## config.mk

```make
export PLATFORM = sky130hd
export DESIGN_NAME = round_robin_time_slice_scheduler_top
export DESIGN_NICKNAME = d
export VERILOG_FILES = /design/src/rtl/rrts_pkg.sv /design/src/rtl/rrts_cell.sv /design/src/rtl/round_robin_time_slice_scheduler_top.sv
export SDC_FILE = /design/constraint.sdc
export NUM_CORES = 1
export LEC_CHECK = 0
export ABC_CLOCK_PERIOD_IN_PS = 6100
export BUFFER_PORTS_ARGS = -buffer_cell sky130_fd_sc_hd__buf_2
export CAP_MARGIN = 20
export CORE_MARGIN = 4
export CORE_UTILIZATION = 55
export DETAILED_ROUTE_END_ITERATION = 12
export MAX_ROUTING_LAYER = met4
export PLACE_DENSITY = 0.72
export SETUP_SLACK_MARGIN = 0.4
export SLEW_MARGIN = 5
export SYNTH_ARGS = -nofsm -noshare
export SYNTH_HDL_FRONTEND = slang
export SYNTH_SLANG_ARGS = --single-unit
```

## constraint.sdc

```tcl
create_clock -name clk -period 6.1 [get_ports clk]
set_input_delay 1.22 -clock clk [delete_from_list [all_inputs] [get_ports clk]]
set_output_delay 1.22 -clock clk [all_outputs]
set_load 0.05 [all_outputs]
```

## src/rtl/rrts_pkg.sv

```systemverilog
// Shared types and constants of the round-robin time-slice scheduler.
package rrts_pkg;

	localparam int MAX_TASKS_DEF = 16;
	localparam int ID_W = 4;
	localparam int BURST_W = 16;
	localparam int QUANTUM_W = 8;
	localparam int TICK_W = 32;
	localparam logic [QUANTUM_W-1:0] QUANTUM_RST = 8'd4;
	localparam logic [QUANTUM_W-1:0] SLICE_MAX = 8'hFF;
	localparam int IN_DATA_W = 24;
	localparam int OUT_DATA_W = 48;

	typedef enum logic {
		MODE_ARRIVAL = 1'b0,
		MODE_TICK = 1'b1
	} mode_t;

	typedef struct packed {
		logic [ID_W-1:0] task_id;
		logic [BURST_W-1:0] remaining;
		logic started;
	} entry_t;

	typedef struct packed {
		logic load;
		logic shift;
		logic rotate;
		logic run;
	} cell_ctrl_t;

endpackage

```

## src/rtl/rrts_cell.sv

```systemverilog
// One queue cell: holds a task entry, loads arrivals and takes its neighbor's when the queue moves.
module rrts_cell #(
	parameter int CW = 5,
	parameter int IDX = 0
) (
	input logic clk,
	input rrts_pkg::cell_ctrl_t ctrl,
	input logic [CW-1:0] count,
	input rrts_pkg::entry_t arr_entry,
	input rrts_pkg::entry_t head_entry,
	input rrts_pkg::entry_t next_entry,
	output rrts_pkg::entry_t entry
);
	import rrts_pkg::*;

	localparam logic [CW-1:0] IDX_C = CW'(IDX);

	entry_t entry_q;
	entry_t entry_d;
	logic [CW-1:0] last_pos;

	assign last_pos = count - CW'(1);

	always_comb begin
		entry_d = entry_q;
		if (ctrl.load && (count == IDX_C)) begin
			entry_d = arr_entry;
		end else if (ctrl.shift) begin
			if (ctrl.rotate && (last_pos == IDX_C)) begin
				entry_d = head_entry;
			end else begin
				entry_d = next_entry;
			end
		end
		if (ctrl.run && (IDX == 0)) begin
			entry_d.remaining = entry_d.remaining - BURST_W'(1);
			entry_d.started = 1'b1;
		end
	end

	always_ff @(posedge clk) begin
		entry_q <= entry_d;
	end

	assign entry = entry_q;

endmodule

```

## src/rtl/round_robin_time_slice_scheduler_top.sv

```systemverilog
// Top level of the round-robin time-slice scheduler.
// Input transfers on the s_axis group carry either a task arrival (tuser low)
// with its identifier and burst length, or one time tick (tuser high).
// An arrival enters the queue tail and gives no result; an arrival into a full
// queue is dropped. A tick retires a finished head task, or rotates a head that
// has used its quantum to the tail, then runs the head for one unit, and gives
// one result on the m_axis group in the cycle after its transfer.
// The queue is a row of cells; cell zero is always the head, and every cell
// takes its neighbor's entry when the head leaves.
// One item is accepted per cycle while the result register is free or is being
// drained in the same cycle.
// The cfg channel writes the quantum and is always ready; write it only while
// the block is idle.
// Reset empties the queue, clears the tick counter and slice count, and sets
// the quantum to four. When the receiver stalls, the result is held and input
// transfers stop until it is taken.
module round_robin_time_slice_scheduler_top #(
	parameter int MAX_TASKS = rrts_pkg::MAX_TASKS_DEF
) (
	input logic clk,
	input logic arst_n,
	input logic s_axis_tvalid,
	output logic s_axis_tready,
	// Fields from bit 0: task_id[3:0], burst_time[19:4], zero fill.
	input logic [rrts_pkg::IN_DATA_W-1:0] s_axis_tdata,
	// Fields from bit 0: mode.
	input logic s_axis_tuser,
	output logic m_axis_tvalid,
	input logic m_axis_tready,
	// Fields from bit 0: tick_time[31:0], run_valid[32], run_id[36:33],
	// first_run[37], done_valid[38], done_id[42:39], queue_empty[43], zero fill.
	output logic [rrts_pkg::OUT_DATA_W-1:0] m_axis_tdata,
	input logic cfg_valid,
	output logic cfg_ready,
	input logic [rrts_pkg::QUANTUM_W-1:0] cfg_data
);
	import rrts_pkg::*;

	localparam int CW = $clog2(MAX_TASKS + 1);
	localparam logic [CW-1:0] FULL_C = CW'(MAX_TASKS);

	logic [CW-1:0] count_q;
	logic [QUANTUM_W-1:0] slice_q;
	logic [QUANTUM_W-1:0] quantum_q;
	logic [TICK_W-1:0] tick_q;
	logic out_valid_q;
	logic [OUT_DATA_W-1:0] out_data_q;

	entry_t cells [MAX_TASKS];
	entry_t arr_entry;
	entry_t new_head;
	cell_ctrl_t ctrl;

	logic accept;
	logic is_tick;
	logic is_arrival;
	logic has_task;
	logic pop;
	logic [CW-1:0] count_after;
	logic [CW-1:0] count_d;
	logic [QUANTUM_W-1:0] slice_mid;
	logic [QUANTUM_W-1:0] slice_d;
	logic [OUT_DATA_W-1:0] result;

	assign s_axis_tready = !out_valid_q || m_axis_tready;
	assign cfg_ready = 1'b1;
	assign accept = s_axis_tvalid && s_axis_tready;
	assign is_tick = accept && (mode_t'(s_axis_tuser) == MODE_TICK);
	assign is_arrival = accept && (mode_t'(s_axis_tuser) == MODE_ARRIVAL);
	assign has_task = count_q != '0;

	assign arr_entry.task_id = s_axis_tdata[ID_W-1:0];
	assign arr_entry.remaining = s_axis_tdata[ID_W+BURST_W-1:ID_W];
	assign arr_entry.started = 1'b0;

	always_comb begin
		pop = is_tick && has_task && (cells[0].remaining == '0);
		ctrl.rotate = is_tick && has_task && !pop && (slice_q >= quantum_q);
		ctrl.shift = pop || ctrl.rotate;
		ctrl.load = is_arrival && (count_q != FULL_C);
		count_after = pop ? count_q - CW'(1) : count_q;
		if (!ctrl.shift) begin
			new_head = cells[0];
		end else if (ctrl.rotate && (count_q == CW'(1))) begin
			new_head = cells[0];
		end else begin
			new_head = cells[1];
		end
		ctrl.run = is_tick && (count_after != '0) && (new_head.remaining != '0);
		slice_mid = ctrl.shift ? '0 : slice_q;
		slice_d = (ctrl.run && (slice_mid != SLICE_MAX)) ? slice_mid + QUANTUM_W'(1) : slice_mid;
		count_d = ctrl.load ? count_q + CW'(1) : count_after;
		result = '0;
		result[TICK_W-1:0] = tick_q;
		result[32] = ctrl.run;
		result[36:33] = ctrl.run ? new_head.task_id : '0;
		result[37] = ctrl.run && !new_head.started;
		result[38] = pop;
		result[42:39] = pop ? cells[0].task_id : '0;
		result[43] = count_after == '0;
	end

	for (genvar i = 0; i < MAX_TASKS; i++) begin : g_cell
		entry_t next_entry;
		if (i == MAX_TASKS - 1) begin : g_last
			assign next_entry = cells[i];
		end else begin : g_mid
			assign next_entry = cells[i+1];
		end
		rrts_cell #(
			.CW(CW),
			.IDX(i)
		) u_cell (
			.clk(clk),
			.ctrl(ctrl),
			.count(count_q),
			.arr_entry(arr_entry),
			.head_entry(cells[0]),
			.next_entry(next_entry),
			.entry(cells[i])
		);
	end

	always_ff @(posedge clk or negedge arst_n) begin
		if (!arst_n) begin
			count_q <= '0;
			slice_q <= '0;
			tick_q <= '0;
			quantum_q <= QUANTUM_RST;
			out_valid_q <= 1'b0;
		end else begin
			count_q <= count_d;
			slice_q <= slice_d;
			if (is_tick) begin
				tick_q <= tick_q + TICK_W'(1);
			end
			if (cfg_valid && cfg_ready) begin
				quantum_q <= cfg_data;
			end
			if (is_tick) begin
				out_valid_q <= 1'b1;
			end else if (m_axis_tready) begin
				out_valid_q <= 1'b0;
			end
		end
	end

	always_ff @(posedge clk) begin
		if (is_tick) begin
			out_data_q <= result;
		end
	end

	assign m_axis_tvalid = out_valid_q;
	assign m_axis_tdata = out_data_q;

	a_count_bound: assert property (@(posedge clk) disable iff (!arst_n)
		count_q <= FULL_C)
		else $error("queue fill count exceeds capacity");

	a_tick_result: assert property (@(posedge clk) disable iff (!arst_n)
		is_tick |=> m_axis_tvalid && (m_axis_tdata[TICK_W-1:0] == $past(tick_q)))
		else $error("tick transfer did not produce its result");

	a_arrival_count: assert property (@(posedge clk) disable iff (!arst_n)
		(is_arrival && (count_q != FULL_C)) |=> count_q == $past(count_q) + CW'(1))
		else $error("arrival did not enter the queue");

endmodule
```

==> metrics list, run 1 <==
- Synth area leader: edfxtp_1
* Post-route fraction of the period consumed by the critical path: 0.661
- Start-to-end type of the worst setup path: reg -> reg
- Counting flops with a built-in enable in the synthesized netlist gives 348.
- Crit-path leading delay family: simple AND/OR/NAND/NOR gates
* Transition time at the pin with the least slew margin: 1100 ps
- Sorting the synthesized cells by area gives the leading types as edfxtp_1 (48%), mux2i_1 (13%), o21ai_0 (6.8%), dfrtp_1 (6.1%), nand2_1 (5.8%).
- Arrival time worst endpoint: 4520 ps
* Worst min-delay path class: reg -> reg
- Die boundary width: 207 um
- The number of antenna diodes in the final layout is 0.
- The share of the synthesized area in compound gates (AO/OA/AOI/OAI) was 0.110.
- After global routing, the most crowded layer is met2.
- Walking the worst path, the cells encountered are nor4_2 -> nand4_1 -> a21o_4 -> and2_1 -> ha_1 -> nand2_1 -> nor2_1 -> and3_1 -> a211oi_2 -> nand4_1 -> or3_1 -> a21oi_1.
- For this run, global-route usage on met2 was measured as 0.387.
- Worst Setup End Kind: flip-flop
- #FFs+latches synth: between 400 and 500
- Clock buffer depth: 3
* Most used cell along the critical path: nand4_1
* Post CTS Setup Buffer Count: 0
- Proportion of synthesized area in mux cells: 0.133
- STA classifies the critical path startpoint as a flip-flop.
- Highest cell delay on the worst timing path: 610 ps
- The flow ran to the end, and the final reports show no timing, DRC or antenna violations.
* Sequential fraction of the synthesis area: 0.571
* Critical-path maximum fanout: 78
* Hold violation total from the final report: 0
- Final setup fails: 0
- From synthesis to final layout, the design area changed by 9.50%.
- Total Routed Length: 50400 um
- The number of global-route vias before repair was roughly 15000.
* Grt met1 use: 0.312
* Starting utilization of the core area: 0.560
* Peak Freq: 0.248 GHz
- In this run the mean area of a mapped cell was about 11 sq um.
* Fraction of synthesis flops using an asynchronous set or reset pin: 0.124
* Number of resized instances in the post-cts repair step: 0
- Using the TritonRoute via totals, the vias-per-cell ratio works out to 5.99.
- RSZ-0062 raised after global routing: false
- Insertion delay of the later-clocked pin in the worst-skew pair: 570 ps
- Summing every instance area after synthesis gives 21800 sq um.
- Net count reported at finish: just over 2000
- The tool flagged a number of max-cap violations equal to 0.
- TritonCTS created 47 clock buffers.
* Core ar.: 38900 sq um
- Total clock sinks: 434
* Routing usage on met3: 0.0328
- Die ar.: 42900 sq um
* Row Count: 72
- In the routed design, unresolved DRC markers number 0.
- Synthesis produced a netlist whose cell count is roughly 2000.
- Worst-case vdd ir drop: 0.173 mV
* Wire length of the first global-routing pass: between 80000 and 90000 um
- In the final timing run, aggregate negative setup slack is 0 ps.
- CTS built an H-tree with a depth of 2.
- Measured along the y axis, the die boundary spans 207 um.
* Total track usage: 0.237
* Buffers & Inverters on Critical Path: 0
* HPWL Detailed: between 30000 and 40000 um
- On the critical path, the stage with the largest delay is an instance of dfxtp_1.
- After synthesis, the largest family of logic cells by area is multiplexers.
* Overflow left after global routing: 0
- # hold bufs at CTS: 0
- Fin. max-slew vios: 0
- CTS placed an instance of clkbuf_16 at the clock tree root.
- Number of antenna violations at the first check in global routing: 0
* Ratio of cells with drive above 1 in the final layout: 0.116
- Dividing the detail-routed wire length by the instance count gives around 20 um.
- Top flip-flop cell by instance count after synthesis: edfxtp_1
- Standby leakage power: approximately 10 nW
- Yosys printed 0 warnings.
- TritonCTS built the clock tree.
* Simple logic cell fraction of the synthesized area: 0.113
- Relative slew slack: 0.266
* Maximum number of pins on one net before global-route repair: around 130
* Count of nets left with antenna violations after detail routing: 0
- Total vias in the final route: ~15000
- Yosys mapped the design onto 70 distinct sky130hd cell types.
* Power per cell area: approximately 320 nW/um^2
* Number of port buffers: 79
* Final Wtd Congestion: 0.946
* Clock transition time at the flip-flop clock pins of the worst setup and hold paths: 60 ps
* DRC marker count from the first detailed-route iteration: 1302
- Clock skew on the completed layout was measured at 13.7 ps.
* Number of search-and-repair iterations in the first detailed-routing pass: 5
- Data on the critical path is required at its endpoint by 6590 ps.
* Tmin final: 4030 ps
- In this run the count of I/O pins placed on the die edge is 89.
- Area share of fa/ha/maj cells after synthesis: 0.0103
- Of the post-synthesis cell area, the dominant cell type holds 0.479.
- Hold is met by 472 ps.
- Post-synthesis xor/xnor area fraction: 0.0221
per-stage QoR:
stage	utilization	area [sq um]	total power (W)	setup slack [ps]	cells
after global routing	0.614	23900	0.00798	1670	2509
after global placement	0.576	22400	0.00499	1880	2421
after floorplan	-	21800	0.00468	1370	1969
after detailed placement	0.576	22400	0.00505	1810	2422
after CTS	0.612	23800	0.00768	2010	2506
final	0.614	23900	0.00766	2070	2509
worst register-to-register path: stages, from the launching register on:
cell and delay [ps]:
dfxtp_1 610, nor4_2 470, nand4_1 310, a21o_4 530
and2_1 290, ha_1 240, nand2_1 70, nor2_1 60
and3_1 190, a211oi_2 440, nand4_1 240, or3_1 360
a21oi_1 150
cells by family (layout without fill, tap and decap cells):
logic type      after synthesis  after routing
other cells                   2              5
fa+ha+maj                    18             18
xor+xnor                     55             55
flops                       434            434
compound gates              411            411
buf+inv                     209            231
simple gates                547            547
mux                         290            290
state kept, by name (all words and copies together), names as in the netlist:
| name | flops |
|---|---|
| tick_q | 32 |
| quantum_q | 8 |
| slice_q | 8 |
| g_cell.u_cell.entry | 336 |
| count_q | 5 |
| m_axis_tdata | 44 |
| m_axis_tvalid | 1 |
cells in the final DEF (no fill, tap or decap), drive strengths merged, types with 5 or more instances in the layout:
cell and instances:
buf 123, a21oi 31, dfrtp 53, edfxtp 348, and2 12, a22o 30, nor3 14, clkinv 13
o21ai 302, mux2i 287, a221oi 7, nand4 15, nand3 49, nor4 11, o22ai 14, inv 24
and3 20, xor2 23, nand2 341, nor2 62, clkbuf 71, dfxtp 32, conb 5, nand2b 6
ha 18, xnor2 32
routing by layer:
layer | vias up | share of wire
met3 | 72 | 0.062
li1 | 7047 | -
met5 | - | 0
met4 | 0 | 0.021
met2 | 508 | 0.49
met1 | 7408 | 0.43
path summary, 6_finish.rpt:
path / start / end / slack [ps] / cells after the start
max: g_cell[0].u_cell.entry[7] / slice_q[5] / 2070 / 12
min: g_cell[7].u_cell.entry[0] / g_cell[7].u_cell.entry[0] / 470 / 2
max reg2reg: g_cell[0].u_cell.entry[7] / slice_q[5] / 2070 / 12
min reg2reg: g_cell[7].u_cell.entry[0] / g_cell[7].u_cell.entry[0] / 470 / 2
max in group asynchronous: arst_n / slice_q[7] / 4850 / 2
min in group asynchronous: arst_n / tick_q[5] / 770 / 2
Yosys cell counts (4+ instances only):
| cell type | n |
|---|---|
| dfxtp_1 | 32 |
| xor2_1 | 23 |
| nand3_1 | 48 |
| o21ai_0 | 297 |
| nor4_2 | 6 |
| o21ai_1 | 4 |
| nand4_1 | 14 |
| nor2b_1 | 4 |
| nor3_1 | 8 |
| ha_1 | 18 |
| buf_1 | 11 |
| and2_1 | 9 |
| a221oi_1 | 4 |
| buf_4 | 8 |
| clkbuf_1 | 126 |
| and3_1 | 20 |
| buf_2 | 37 |
| dfrtp_1 | 53 |
| o22ai_1 | 14 |
| nor2_1 | 61 |
| nand2_1 | 339 |
| a21oi_1 | 30 |
| or3_1 | 4 |
| nand2b_1 | 6 |
| mux2i_1 | 287 |
| nor4_1 | 5 |
| edfxtp_1 | 348 |
| xnor2_1 | 32 |
| inv_1 | 23 |
| nor3_2 | 5 |
| a22o_1 | 30 |
power by group:
part           total (W)  internal [W]  switching, W
clock network    0.00264       0.00151       0.00113
registers        0.00395       0.00345      0.000498
logic            0.00107      0.000373      0.000694
area by class of cell:
class / instances / area [sq um]
Fill cell: 3048 / 15000
Sequential cell: 434 / 12400
Multi-Input combinational cell: 1326 / 8520
Clock buffer: 71 / 1340
Timing Repair Buffer: 123 / 773
Tap cell: 518 / 648
Inverter: 24 / 91.3
Clock inverter: 13 / 58.8
No activity file was read; power rests on OpenSTA's default activity.
==> run 2, diff against run 1 <==
Settings changed: ABC_AREA from default to 1, ABC_CLOCK_PERIOD_IN_PS 6100 to 3600, PLACE_DENSITY 0.72 to 0.75.
Clock period 6.1 ns to 3.6 ns, I/O delays scaled along.
==> run 2 against run 1 <==
Power grew 90%. Clock-buffer cell count shrank 9. Worst setup slack lost 1500 ps. Sequential power grew 63%. Cell count grew 17%. Maximum frequency grew 34%. Hold slack lost 160 ps. Clock power grew 78%.
==> metrics list, run 2 <==
- In this run the worst path has a maximum fanout of 9.
* Number of flops mapped to enable cells by yosys: roughly 350
- Once detailed placement completed, the half-perimeter wirelength came to 38200 um.
- The register with the most flip-flops in the layout has 336 of them.
- At the pin with the least slew margin, the transition time is 935 ps.
- For this run, the total global-route usage over all layers was measured as 0.263.
* Standby leakage power: 9.50 nW
- CTS H-tree lvls: 2
- Fin. max-slew vios: 0
* Worst Setup End Kind: flip-flop
- Routed wire length per instance: ~20 um
- After clock tree synthesis, the clock-pin slew on the worst setup and hold paths is 60 ps.
- For this run, the number of Yosys warnings is 0.
- Total clock sinks: 434
- The number of placed instances, taps included, is 2839.
- Hold violation total from the final report: 0
- Num ports: 89
- The run finished with clean final reports.
- Sequential fraction of the synthesis area: 0.570
- Clock latency on the worst-skew pair, taken at its later pin, is between 500 and 600 ps.
- Net count reported at finish: between 2000 and 2500
- After the flow finishes, the layout carries non-filler instances totaling slightly below 3000.
* Worst min-delay path class: in -> async
* CP Launch Type: flip-flop
- Fill cells in the final layout number 3113.
- Layout-stage area growth over the synthesis result: 11.0%
* Share of Yosys cell area claimed by the top area cell type: 0.479
* Peak Freq: approximately 0.33 GHz
- Final clock skew: roughly 29 ps
* Total Routed Length: around 57000 um
- By area the synthesized netlist is led by edfxtp_1 (48%), o21ai_0 (12%), nand2_1 (8.8%), dfrtp_1 (6.1%), o22ai_1 (3.0%).
- Setup WS post-layout: approximately 580 ps
- Buffers & Inverters on Critical Path: 3
* Fraction of synthesis flops using an asynchronous set or reset pin: 0.124
- In the finished design, the share of the clock period the worst path needs comes to 0.838.
* # hold bufs at CTS: 0
- For this run, design rule violations remaining after detail routing come to 0.
* Standard cell area after detailed placement: 22600 sq um
- In this run the vertical extent of the chip is 207 um.
- The count of buffers added on input and output ports is 79.
- The slowest stage of the critical path is the dfrtp_1 cell.
- The tightest hold path in the finished design has a slack of 315 ps.
* Ant. Diodes: 0
* Number of antenna violations at the first check in global routing: 0
- Final Wtd Congestion: 0.917
- Arrival time worst endpoint: between 3000 and 4000 ps
* Setup Slack @ Placement: roughly 280 ps
- Overflow left after global routing: 0
* Most used cell along the critical path: nand2_1
- Dividing the synthesized area by the synthesized cell count gives around 9.3 sq um.
- The count of nets left with antenna violations once routing finished came out at 0.
* Gate count of the mapped netlist: between 2000 and 2500
- After synthesis, the netlist uses 54 different library cells.
* Number of buffers added by the clock tree synthesis step: between 40 and 50
- Cell area after layout: around 24000 sq um
- Tmin final: 3020 ps
- Via count of the first global-routing pass: 16700
* Wire length of the first global-routing pass: 89900 um
- The core region is between 30000 and 40000 sq um.
* Highest cell delay on the worst timing path: 370 ps
* Post-Synthesis Cell Area: around 22000 sq um
- Entering global routing, the biggest net connects 96 pins.
* Top flip-flop cell by instance count after synthesis: edfxtp_1
* Number of search-and-repair iterations in the first detailed-routing pass: 6
- Total vias in the final route: 17500
* Most common cell after layout, fill and taps aside: o21ai_0
- The die covers 43000 sq um.
- The detailed router finished its first iteration with 2210 violations.
* Most frequent cells in the layout: o21ai_0 (520), nand2_1 (511), edfxtp_1 (348)
- Crit-path leading delay family: simple AND/OR/NAND/NOR gates
* Die boundary width: between 200 and 250 um
- After synthesis, the most frequently instantiated cells are o21ai_0 (520), nand2_1 (511), edfxtp_1 (348).
- Of the cells placed in the final design, the portion with a size suffix greater than 1 is 0.138.
* CTS tree: done
- Synth area leader: edfxtp_1
- Dividing total power by cell area gives a power density of 601 nW/um^2.
- Worst-case vdd ir drop: 0.337 mV
* Start-to-end type of the worst setup path: reg -> reg
- Dividing the detail-routed via count by the number of cells gives 5.98.
* Clock tree root buffer cell: clkbuf_16
- Row generation in the floorplan step produced 72 rows.
- Most frequent cell after synthesis: o21ai_0
- Walking the worst path, the cells encountered are inv_1 -> ha_2 -> xnor2_2 -> nand3_1 -> nor2_2 -> nand3_4 -> nand2_8 -> inv_4 -> nand2_1 -> nand3_2 -> inv_1 -> ha_1 -> nand3_1 -> nor2_2 -> nand2_1 -> nor2_4 -> nand2_1 -> nand2_1 -> nand2_1.
- Required time at the endpoint of the critical path: roughly 4100 ps
- The clock passes through at most 3 buffers.
- Setup violations remaining at the end of the flow were counted as 0.
- Setup repair after global routing left no endpoint under its margin.
- After routing, the total negative slack on setup checks comes to 0 ps.
- Number of max-cap violations: 0
* Starting utilization of the core area: 0.561
* Relative slew slack: 0.376
- #FFs+latches synth: 434
-- run 2: cell types whose count changed after synthesis, moves of 16 or more --
cell	before	now
and3_1	20	1
o21ai_0	297	520
inv_1	23	146
nand2_1	339	511
nor2_1	61	166
nor2_2	0	21
mux2i_1	287	0
a22o_1	30	0
o22ai_1	14	106
nand3_2	1	17
xnor2_1	32	16
-- run 2: path summary, 6_finish.rpt --
check                       startpoint                          to  slack [ps]  cells after the start
max                         count_q[0]  g_cell[0].u_cell.entry[13]         580                     19
min                             arst_n                  tick_q[10]         310                      1
max reg2reg                 count_q[0]  g_cell[0].u_cell.entry[13]         580                     19
min reg2reg                 tick_q[13]            m_axis_tdata[13]         450                      0
max in group asynchronous       arst_n                  tick_q[29]        2520                      2
min in group clk           cfg_data[4]                quantum_q[4]         390                      3
-- run 2: kinds of logic after synthesis --
family                     count (synthesis)  synth area share
AOI/OAI and AO/OA                        682             0.163
xor gates and xnor gates                  45            0.0184
adders and majority gates                 18            0.0103
buffers and inverters                    337            0.0655
DFF                                      434             0.570
muxes                                      1          0.000516
other                                      2          0.000344
and+or+nand+nor                          827             0.172
-- run 2: area by class of cell --
| cell class | instances | area [sq um] | share of cell area |
|---|---|---|---|
| tap | 518 | 648 | 0.0267 |
| multi-input combinational | 1578 | 8000 | 0.330 |
| timing repair buffer | 159 | 1050 | 0.0433 |
| sequential | 434 | 12400 | 0.513 |
| clock inverter | 21 | 216 | 0.00893 |
| inverter | 160 | 612 | 0.0252 |
| clock buffer | 62 | 1270 | 0.0525 |
-- run 2: where the power goes --
group          switching, W  internal, W
combinational       0.00246     0.000949
clock               0.00195      0.00276
sequential         0.000373      0.00608
total               0.00478      0.00979
-- run 2: layer usage --
metal / GRT usage / part of all wire / vias to the layer above
li1: - / - / 8103
met1: 0.342 / 0.39 / 8340
met2: 0.425 / 0.48 / 968
met3: 0.0500 / 0.10 / 125
met4: 0.0816 / 0.027 / 0
met5: - / 0 / -
-- run 2: stage by stage --
| stage | util | total power [W] |
|---|---|---|
| 2_1_floorplan | - | 0.00875 |
| 3_3_place_gp | 0.582 | 0.00966 |
| 3_5_place_dp | 0.582 | 0.00979 |
| 4_1_cts | 0.620 | 0.0145 |
| 5_1_grt | 0.623 | 0.0152 |
| 6_report | 0.623 | 0.0146 |
-- run 2: what timing repair did --
item | 4_1_cts | 5_1_grt
setup endpoints to repair | 1 | 57
setup buffers | 0 | 10
pin swaps | 0 | 7
gates resized for setup | 1 | 6
